## src/rtl/sks_pkg.sv

```systemverilog
// sks_pkg: types, constants and register indexes of the solenoid kick/sustain controller.
// No dependencies; used by the top level, sks_update and the testbench.
package sks_pkg;

    localparam int NUM_SOLENOIDS = 8;
    localparam int SOL_IDX_W     = (NUM_SOLENOIDS > 1) ? $clog2(NUM_SOLENOIDS) : 1;
    localparam int NUM_PORT_SOL  = 8;

    localparam logic [7:0]  OFF_STEP       = 8'h10;
    localparam int          PWM_PERIOD_MS  = 16;
    localparam int          US_PER_MS      = 1000;
    localparam logic [31:0] SUSTAIN_END_US = 32'((PWM_PERIOD_MS + 1) * US_PER_MS);

    localparam int CFG_IDX_W  = 3;
    localparam int CFG_DATA_W = 64;

    localparam logic [CFG_IDX_W-1:0] CFG_BLOCK_ENABLE     = 3'd0;
    localparam logic [CFG_IDX_W-1:0] CFG_USE_SWITCH_MASK  = 3'd1;
    localparam logic [CFG_IDX_W-1:0] CFG_AUTO_CLEAR_MASK  = 3'd2;
    localparam logic [CFG_IDX_W-1:0] CFG_KICK_TIMES_MS    = 3'd3;
    localparam logic [CFG_IDX_W-1:0] CFG_DUTY_SETTINGS    = 3'd4;
    localparam logic [CFG_IDX_W-1:0] CFG_SWITCH_THRESH_US = 3'd5;

    // solenoid -> switch port bit
    localparam logic [2:0] PORT_BIT_OF [NUM_PORT_SOL] = '{
        3'd0, 3'd1, 3'd3, 3'd2, 3'd5, 3'd4, 3'd7, 3'd6
    };

    typedef enum logic [2:0] {
        PH_IDLE       = 3'd0,
        PH_DEBOUNCE   = 3'd1,
        PH_KICK       = 3'd2,
        PH_SUSTAIN    = 3'd3,
        PH_WAIT_CLEAR = 3'd4,
        PH_MIN_OFF    = 3'd5
    } sks_phase_t;

    typedef struct packed {
        sks_phase_t  phase;
        logic [31:0] start_us;
        logic [7:0]  off_count;
        logic        found_clear;
    } sks_entry_t;

    localparam int ENTRY_W = $bits(sks_entry_t);

    typedef struct packed {
        logic        act;
        logic [7:0]  kick_ms;
        logic [3:0]  duty;
        logic [7:0]  off_limit;
        logic        auto_clear;
    } sks_ctl_t;

    typedef struct packed {
        logic drive_set;
        logic drive_clr;
        logic validated;
        logic clear_req;
    } sks_flags_t;

    typedef struct packed {
        logic [31:0] time_us;
        logic [7:0]  switch_levels;
        logic [7:0]  proc_request;
    } sks_in_t;

    typedef struct packed {
        logic [7:0] drive_bits;
        logic [7:0] valid_switch_set;
        logic [7:0] request_clear;
    } sks_out_t;

endpackage

```

## src/rtl/solenoid_kick_sustain_controller.sv

```systemverilog
// solenoid_kick_sustain_controller: top level; poll sequencer, config registers,
// drive register and result register. Depends on sks_pkg, sks_ram, sks_update.
//
//   channel  dir  handshake            payload
//   s_       in   s_valid / s_ready    s_data  (sks_in_t: time_us, switch_levels, proc_request)
//   m_       out  m_valid / m_ready    m_data  (sks_out_t: drive_bits, valid_switch_set,
//                                               request_clear)
//   cfg_     in   cfg_wr_en            cfg_index, cfg_wdata
//
// A request walks all NUM_SOLENOIDS (8) solenoid entries, one per cycle except for a stall at
// the last one, through the state RAM's read and write ports.
// A new request is taken in the last cycle of the previous one, so requests run back to back.
// Synchronous active-low reset; all machines idle, no clearing pass needed.
// A result waiting on m_ready stalls the sequencer only at its last solenoid.
module solenoid_kick_sustain_controller (
    input  logic                              aclk,
    input  logic                              aresetn,
    input  logic                              s_valid,
    output logic                              s_ready,
    input  sks_pkg::sks_in_t                  s_data,
    output logic                              m_valid,
    input  logic                              m_ready,
    output sks_pkg::sks_out_t                 m_data,
    input  logic                              cfg_wr_en,
    input  logic [sks_pkg::CFG_IDX_W-1:0]     cfg_index,
    input  logic [sks_pkg::CFG_DATA_W-1:0]    cfg_wdata
);
    localparam int IW = sks_pkg::SOL_IDX_W;
    localparam int N  = sks_pkg::NUM_SOLENOIDS;

    logic        block_enable_reg;
    logic [7:0]  use_switch_mask_reg;
    logic [7:0]  auto_clear_mask_reg;
    logic [63:0] kick_times_ms_reg;
    logic [63:0] duty_settings_reg;
    logic [15:0] switch_thresh_us_reg;

    logic             busy_reg;
    logic [IW-1:0]    idx_reg;
    sks_pkg::sks_in_t item_reg;
    logic [7:0]       drive_reg, drive_next;
    logic [7:0]       valid_acc_reg, clr_acc_reg;
    logic [N-1:0]     entry_vld_reg;
    logic             rd_vld_reg;
    logic             fwd_hit_reg;
    sks_pkg::sks_entry_t fwd_data_reg;
    logic             m_valid_reg;
    sks_pkg::sks_out_t m_data_reg;

    logic          accept, last, out_free, adv;
    logic [IW-1:0] ram_raddr;
    logic          ram_we;
    logic [sks_pkg::ENTRY_W-1:0] ram_rdata;
    sks_pkg::sks_entry_t cur, rd_entry, nxt;
    sks_pkg::sks_ctl_t   ctl;
    sks_pkg::sks_flags_t flags;
    logic [4:0]    idx_ext;
    logic [2:0]    b;
    logic          in_port;
    logic [7:0]    sol_bit, valid_hit, clr_hit;

    assign last     = idx_reg == IW'(N - 1);
    assign out_free = !m_valid_reg || m_ready;
    assign adv      = busy_reg && (!last || out_free);
    assign s_ready  = !busy_reg || (last && out_free);
    assign accept   = s_valid && s_ready;

    always_comb begin
        priority if (accept) begin
            ram_raddr = '0;
        end else if (adv && !last) begin
            ram_raddr = idx_reg + 1'b1;
        end else begin
            ram_raddr = idx_reg;
        end
    end

    assign ram_we = adv && block_enable_reg;

    sks_ram #(
        .WIDTH (sks_pkg::ENTRY_W),
        .DEPTH (N)
    ) u_state_ram (
        .aclk  (aclk),
        .we    (ram_we),
        .waddr (idx_reg),
        .wdata (nxt),
        .raddr (ram_raddr),
        .rdata (ram_rdata)
    );

    always_comb begin
        rd_entry = fwd_hit_reg ? fwd_data_reg : sks_pkg::sks_entry_t'(ram_rdata);
        cur      = rd_entry;
        if (!rd_vld_reg) begin
            cur.phase = sks_pkg::PH_IDLE;
        end
    end

    assign idx_ext = 5'(idx_reg);
    assign b       = idx_ext[2:0];
    assign in_port = idx_ext < 5'(sks_pkg::NUM_PORT_SOL);
    assign sol_bit = in_port ? (8'h01 << b) : 8'h00;

    always_comb begin
        ctl.act        = in_port &&
                         ((use_switch_mask_reg[b] && !item_reg.switch_levels[sks_pkg::PORT_BIT_OF[b]])
                          || item_reg.proc_request[b]);
        ctl.kick_ms    = kick_times_ms_reg[{b, 3'b000} +: 8];
        ctl.duty       = duty_settings_reg[{b, 3'b000} +: 4];
        ctl.off_limit  = {duty_settings_reg[{b, 3'b100} +: 4], 4'h0};
        ctl.auto_clear = auto_clear_mask_reg[b];
    end

    sks_update u_update (
        .cur       (cur),
        .ctl       (ctl),
        .now_us    (item_reg.time_us),
        .thresh_us (switch_thresh_us_reg),
        .nxt       (nxt),
        .flags     (flags)
    );

    always_comb begin
        drive_next = drive_reg;
        valid_hit  = 8'h00;
        clr_hit    = 8'h00;
        if (block_enable_reg) begin
            if (flags.drive_set) begin
                drive_next = drive_reg | sol_bit;
            end else if (flags.drive_clr) begin
                drive_next = drive_reg & ~sol_bit;
            end
            valid_hit = flags.validated ? sol_bit : 8'h00;
            clr_hit   = flags.clear_req ? sol_bit : 8'h00;
        end
    end

    always_ff @(posedge aclk) begin
        if (!aresetn) begin
            block_enable_reg     <= 1'b0;
            use_switch_mask_reg  <= 8'h00;
            auto_clear_mask_reg  <= 8'h00;
            kick_times_ms_reg    <= 64'h0;
            duty_settings_reg    <= 64'h0;
            switch_thresh_us_reg <= 16'h0;
            busy_reg             <= 1'b0;
            idx_reg              <= '0;
            drive_reg            <= 8'h00;
            valid_acc_reg        <= 8'h00;
            clr_acc_reg          <= 8'h00;
            entry_vld_reg        <= '0;
            rd_vld_reg           <= 1'b0;
            fwd_hit_reg          <= 1'b0;
            m_valid_reg          <= 1'b0;
        end else begin
            if (cfg_wr_en) begin
                unique case (cfg_index)
                    sks_pkg::CFG_BLOCK_ENABLE:     block_enable_reg     <= cfg_wdata[0];
                    sks_pkg::CFG_USE_SWITCH_MASK:  use_switch_mask_reg  <= cfg_wdata[7:0];
                    sks_pkg::CFG_AUTO_CLEAR_MASK:  auto_clear_mask_reg  <= cfg_wdata[7:0];
                    sks_pkg::CFG_KICK_TIMES_MS:    kick_times_ms_reg    <= cfg_wdata;
                    sks_pkg::CFG_DUTY_SETTINGS:    duty_settings_reg    <= cfg_wdata;
                    sks_pkg::CFG_SWITCH_THRESH_US: switch_thresh_us_reg <= cfg_wdata[15:0];
                    default: begin
                    end
                endcase
            end

            if (accept) begin
                busy_reg      <= 1'b1;
                idx_reg       <= '0;
                valid_acc_reg <= 8'h00;
                clr_acc_reg   <= 8'h00;
            end else if (adv) begin
                if (last) begin
                    busy_reg <= 1'b0;
                end else begin
                    idx_reg <= idx_reg + 1'b1;
                end
                valid_acc_reg <= valid_acc_reg | valid_hit;
                clr_acc_reg   <= clr_acc_reg | clr_hit;
            end

            if (adv) begin
                drive_reg <= drive_next;
            end
            if (ram_we) begin
                entry_vld_reg[idx_reg] <= 1'b1;
            end

            rd_vld_reg  <= entry_vld_reg[ram_raddr] || (ram_we && idx_reg == ram_raddr);
            fwd_hit_reg <= ram_we && idx_reg == ram_raddr;

            if (adv && last) begin
                m_valid_reg <= 1'b1;
            end else if (m_ready) begin
                m_valid_reg <= 1'b0;
            end
        end
    end

    always_ff @(posedge aclk) begin
        if (accept) begin
            item_reg <= s_data;
        end
        fwd_data_reg <= nxt;
        if (adv && last) begin
            m_data_reg.drive_bits       <= drive_next;
            m_data_reg.valid_switch_set <= valid_acc_reg | valid_hit;
            m_data_reg.request_clear    <= clr_acc_reg | clr_hit;
        end
    end

    assign m_valid = m_valid_reg;
    assign m_data  = m_data_reg;

    a_accept_starts: assert property (@(posedge aclk) disable iff (!aresetn)
        accept |=> busy_reg && idx_reg == '0)
        else $error("sequencer did not restart at solenoid zero");

    a_stall_holds: assert property (@(posedge aclk) disable iff (!aresetn)
        busy_reg && !adv |=> busy_reg && $stable(idx_reg) && $stable(drive_reg))
        else $error("sequencer moved while result slot was full");

    a_frozen_no_write: assert property (@(posedge aclk) disable iff (!aresetn)
        !block_enable_reg |-> !ram_we)
        else $error("state written while block disabled");

    a_last_ends: assert property (@(posedge aclk) disable iff (!aresetn)
        adv && last && !accept |=> !busy_reg && m_valid_reg)
        else $error("last solenoid did not deliver a result");

endmodule

```

## src/rtl/sks_ram.sv

```systemverilog
// sks_ram: generic single-write, single-read RAM with registered read data.
// No dependencies.
module sks_ram #(
    parameter int WIDTH = 8,
    parameter int DEPTH = 8
) (
    input  logic                                   aclk,
    input  logic                                   we,
    input  logic [$clog2(DEPTH > 1 ? DEPTH : 2)-1:0] waddr,
    input  logic [WIDTH-1:0]                       wdata,
    input  logic [$clog2(DEPTH > 1 ? DEPTH : 2)-1:0] raddr,
    output logic [WIDTH-1:0]                       rdata
);
    logic [WIDTH-1:0] mem_reg [DEPTH];
    logic [WIDTH-1:0] rdata_reg;

    always_ff @(posedge aclk) begin
        if (we) begin
            mem_reg[waddr] <= wdata;
        end
        rdata_reg <= mem_reg[raddr];
    end

    assign rdata = rdata_reg;

endmodule

```

## src/rtl/sks_update.sv

```systemverilog
// sks_update: next-state logic for one solenoid's machine, one entry per cycle.
// Depends on sks_pkg.
module sks_update (
    input  sks_pkg::sks_entry_t cur,
    input  sks_pkg::sks_ctl_t   ctl,
    input  logic [31:0]         now_us,
    input  logic [15:0]         thresh_us,
    output sks_pkg::sks_entry_t nxt,
    output sks_pkg::sks_flags_t flags
);
    logic [31:0] el_us;
    logic [17:0] kick_us;
    logic [4:0]  on_ms;
    logic [14:0] on_us;
    logic        kick_done;
    logic [7:0]  off_inc;

    // floor(el_us / 1000) >= k  <=>  el_us >= k * 1000
    assign el_us     = now_us - cur.start_us;
    assign kick_us   = 18'(ctl.kick_ms) * 18'(sks_pkg::US_PER_MS);
    assign on_ms     = 5'(sks_pkg::PWM_PERIOD_MS + 1) - {1'b0, ctl.duty};
    assign on_us     = 15'(on_ms) * 15'(sks_pkg::US_PER_MS);
    assign kick_done = el_us >= 32'(kick_us);
    assign off_inc   = cur.off_count + sks_pkg::OFF_STEP;

    always_comb begin
        nxt   = cur;
        flags = '0;
        unique case (cur.phase)
            sks_pkg::PH_IDLE: begin
                if (ctl.act) begin
                    nxt.start_us = now_us;
                    nxt.phase    = sks_pkg::PH_DEBOUNCE;
                end
            end
            sks_pkg::PH_DEBOUNCE: begin
                if (!ctl.act) begin
                    nxt.phase = sks_pkg::PH_IDLE;
                end else if (el_us >= 32'(thresh_us)) begin
                    nxt.phase       = sks_pkg::PH_KICK;
                    nxt.found_clear = 1'b0;
                    nxt.start_us    = now_us;
                    flags.validated = 1'b1;
                    flags.drive_set = 1'b1;
                    flags.clear_req = ctl.auto_clear;
                end
            end
            sks_pkg::PH_KICK: begin
                if (!ctl.act) begin
                    nxt.found_clear = 1'b1;
                end
                if (kick_done) begin
                    flags.drive_clr = 1'b1;
                    nxt.start_us    = now_us;
                    if (ctl.duty != 4'd0 && ctl.act) begin
                        nxt.phase = sks_pkg::PH_SUSTAIN;
                    end else begin
                        nxt.phase     = sks_pkg::PH_MIN_OFF;
                        nxt.off_count = 8'h00;
                    end
                end
            end
            sks_pkg::PH_SUSTAIN: begin
                if (ctl.act) begin
                    if (el_us >= sks_pkg::SUSTAIN_END_US) begin
                        flags.drive_clr = 1'b1;
                        nxt.start_us    = now_us;
                    end else if (el_us >= 32'(on_us)) begin
                        flags.drive_set = 1'b1;
                    end
                end else begin
                    flags.drive_clr = 1'b1;
                    nxt.phase       = sks_pkg::PH_IDLE;
                end
            end
            sks_pkg::PH_WAIT_CLEAR: begin
                if (!ctl.act) begin
                    nxt.phase = sks_pkg::PH_IDLE;
                end
            end
            sks_pkg::PH_MIN_OFF: begin
                if (!ctl.act) begin
                    nxt.found_clear = 1'b1;
                end
                if (kick_done) begin
                    nxt.off_count = off_inc;
                    if (off_inc >= ctl.off_limit) begin
                        nxt.phase = (cur.found_clear || !ctl.act) ? sks_pkg::PH_IDLE
                                                                  : sks_pkg::PH_WAIT_CLEAR;
                    end else begin
                        nxt.start_us = now_us;
                    end
                end
            end
            default: begin
            end
        endcase
    end

endmodule

```

## config.mk

```make
export PLATFORM = sky130hd
export DESIGN_NAME = solenoid_kick_sustain_controller
export DESIGN_NICKNAME = d
export VERILOG_FILES = /design/src/rtl/sks_pkg.sv /design/src/rtl/solenoid_kick_sustain_controller.sv /design/src/rtl/sks_ram.sv /design/src/rtl/sks_update.sv
export SDC_FILE = /design/constraint.sdc
export NUM_CORES = 1
export LEC_CHECK = 0
export BUFFER_PORTS_ARGS = -buffer_cell sky130_fd_sc_hd__buf_2
export CORE_MARGIN = 2
export CORE_UTILIZATION = 55
export CTS_BUF_LIST = sky130_fd_sc_hd__clkbuf_4 sky130_fd_sc_hd__clkbuf_8
export DETAILED_ROUTE_END_ITERATION = 10
export PLACE_DENSITY = 0.75
export SYNTH_ARGS = -nofsm -noshare
export SYNTH_HDL_FRONTEND = slang
export SYNTH_SLANG_ARGS = --single-unit
export TNS_END_PERCENT = 30
```

## constraint.sdc

```tcl
create_clock -name aclk -period 7.6 [get_ports aclk]
set_input_delay 0.38 -clock aclk [delete_from_list [all_inputs] [get_ports aclk]]
set_output_delay 0.38 -clock aclk [all_outputs]
set_load 0.05 [all_outputs]
```

==> flow_summary.json <==
{
  "crit_type": "flop to flop",
  "finalMaxSlewViolations": 0,
  "cpPeakStageDelay_ns": 0.55,
  "p_per_area_mw_per_mm2": 259,
  "hpwl_um": 56000,
  "synth.yosys.seq_area_share": 0.566,
  "ioPinCount": 146,
  "syn-num-nets": 3323,
  "r2r_start": "b[2]",
  "insertion_delay_ns": 0.74,
  "finalCritPeriodShare": 0.979,
  "vias_per_cell": 6.15,
  "yosys.area.top_type_share": 0.389,
  "grt_pass1_vias": 25200,
  "die_w_um": 248,
  "critPathLaunchType": "flop",
  "rows": 89,
  "max_slew_margin": 0.222,
  "antenna_found_initial": 1,
  "tightestPinTransition_ns": 1.17,
  "cap_violations": 0,
  "finalWirelength_um": 92700,
  "first_iter_violations": 2801,
  "route.detailed.drc": 0,
  "overflow": 0,
  "wl_per_cell_um": 22.1,
  "grt_max_degree": 108,
  "yosysUniqueCellTypes": 79,
  "cts_max_level": 3,
  "grt_pass1_wl_um": 139000,
  "core_sq_mm": 0.0589,
  "finalHoldViolCount": 0,
  "synth_cells": 3027,
  "synth_ff_type": "edfxtp_1",
  "crit_end": "u_state_ram.mem_reg[5][30]",
  "power.leakage_nw": 14.3,
  "setup_viol": 0,
  "portBuffers": 145,
  "synth_area_leaders": "edfxtp_1 (39%), dfxtp_1 (18%), nand2_1 (5.8%)",
  "syn-cell-area_sq_mm": 0.0327,
  "stdcell_area_sq_mm": 0.0392,
  "layout_common_cells": "nand2_1 (499), edfxtp_1 (424), dfxtp_1 (284)",
  "outcome": "complete, no violations",
  "fmax_mhz": 134,
  "grtUsageTotal": 0.293,
  "cts_buffers": 106,
  "clock-root-buffer": "clkbuf_8",
  "place_ws_ns": -0.295,
  "r2r_slack_ns": 0.16,
  "clock_sinks": 712,
  "area_growth_pct": 19.8,
  "drive_above_1_share": 0.165,
  "synth_area_per_cell_sq_um": 10.8,
  "finClkSkew_ns": 0.0331,
  "fin_nets": 3623,
  "gp_congestion": 0.930,
  "critPathLaunch": "b[2]",
  "synth_edf_count": 424,
  "ir_drop_uv": 166,
  "vias": 25800,
  "placed_cell_area_sq_mm": 0.0346,
  "synth_area_leader_cell": "edfxtp_1",
  "rr_worst_depth": 34,
  "cts_tree": "yes",
  "largest_reg_flops": 352,
  "die-area_sq_mm": 0.0614,
  "fin_ws_ns": 0.162,
  "end_kind": "flop",
  "clk_pin_slew_ns": 0.07,
  "firstDrtPassIters": 6,
  "synth_seq_cells": 712,
  "initial_utilization": 0.555,
  "path_max_fanout": 10,
  "antenna_left": 0,
  "required_ns": 8.13,
  "yosys_warnings": 0,
  "r2r-end": "u_state_ram.mem_reg[5][30]",
  "cts_buffer_depth": 3,
  "final_common_cell": "nand2_1",
  "min_period_ns": 7.44,
  "hold_class": "input pin to flop",
  "cpMaxStageDelayCell": "fa_1",
  "die_height_um": 248,
  "cp.arrival_ns": 7.96,
  "synth-async-reset-ratio": 0
}
==> worst min-delay path by stage <==
stage	startpoint	to	slack, ns	depth (start not counted)
finish	cfg_index[0]	auto_clear_mask_reg[7]	0.13	4
detailed placement	auto_clear_mask_reg[0]	auto_clear_mask_reg[0]	0.45	2
global placement	use_switch_mask_reg[6]	use_switch_mask_reg[6]	0.44	2
global route	cfg_index[0]	auto_clear_mask_reg[6]	0.14	4
CTS	cfg_index[0]	auto_clear_mask_reg[6]	0.07	4
floorplan	use_switch_mask_reg[6]	use_switch_mask_reg[6]	0.43	2
==> where the power goes <==
part | internal [mW] | total (mW) | leakage, nW | switching [mW]
Clock | 2.02 | 3.51 | 1.30 | 1.49
Sequential | 4.34 | 4.41 | 6.20 | 0.0691
Combinational | 0.889 | 2.23 | 6.85 | 1.34
==> synthesized netlist by cell type (all sizes together) (9+ instances only) <==
cell type    n
nand2      501
edfxtp     424
dfxtp      288
a21oi      236
clkbuf     154
ha         146
nor2       143
inv        127
o21ai       77
mux2i       75
nor3        65
a22oi       62
a31oi       59
o21a        59
o211ai      55
and3        53
a211oi      52
or3         48
o311ai      45
a21o        37
xnor2       32
fa          30
buf         29
nand3       26
xor2        18
nand4       17
and4        16
and2        13
o22ai       13
nor2b       12
nand2b      11
mux2        10
nor3b        9
==> layer usage <==
metal	part of all wire	vias to the layer above	GRT usage
li1	-	11700	-
met1	0.40	12500	0.383
met2	0.48	1312	0.482
met3	0.085	232	0.0524
met4	0.035	0	0.121
met5	0	-	0
==> metrics by stage <==
step                setup TNS [ns]  std cells  power, mW  utilization  hold WS [ns]
finish                           0       4191       10.1        0.665         0.130
global route                -15.10       4190       10.5        0.665         0.144
detailed placement          -33.48       3844       6.35        0.587         0.447
CTS                         -0.183       4154       9.88        0.650        0.0738
floorplan                        0       3027       5.76            -         0.433
global placement                 0       3844       6.26        0.587         0.441
==> area by class of cell <==
cell class / count / area [sq um]
repair buffers: 352 / 2750
well taps: 773 / 967
inverters: 128 / 490
flip-flops and latches: 712 / 18500
clock buffers: 170 / 2050
fillers: 4141 / 19800
multi-input cells: 2027 / 14000
clock inverters: 27 / 388
diodes: 2 / 5.00
==> cells by family (layout without fill, tap and decap cells) <==
kind of cell,count (synthesis),in the layout,share of synthesized area
AOI/OAI and AO/OA,757,757,0.153
buffers and inverters,311,677,0.0369
other,0,2,0
DFF,712,712,0.566
adders and majority gates,176,176,0.0742
xor gates and xnor gates,50,50,0.0134
muxes,87,110,0.0278
and+or+nand+nor,934,934,0.129
==> worst max-delay path, delay by kind of cell (launching register included) <==
family | cells | cell delay (ns)
muxes | 1 | 0.34
buffers and inverters | 7 | 0.92
adders and majority gates | 6 | 2.39
and+or+nand+nor | 7 | 1.13
AOI/OAI and AO/OA | 11 | 1.82
DFF | 1 | 0.35
xor gates and xnor gates | 2 | 0.31
==> timing repair <==
action | 4_1_cts | 5_1_grt
setup endpoints to repair | 340 | 403
resized for setup | 20 | 74
gates cloned | 0 | 29
pin swaps | 0 | 8
hold buffers | 113 | 0
endpoints found under the hold margin | 207 | 0
setup buffers | 0 | 6
Power figures use the tool's default switching activity.
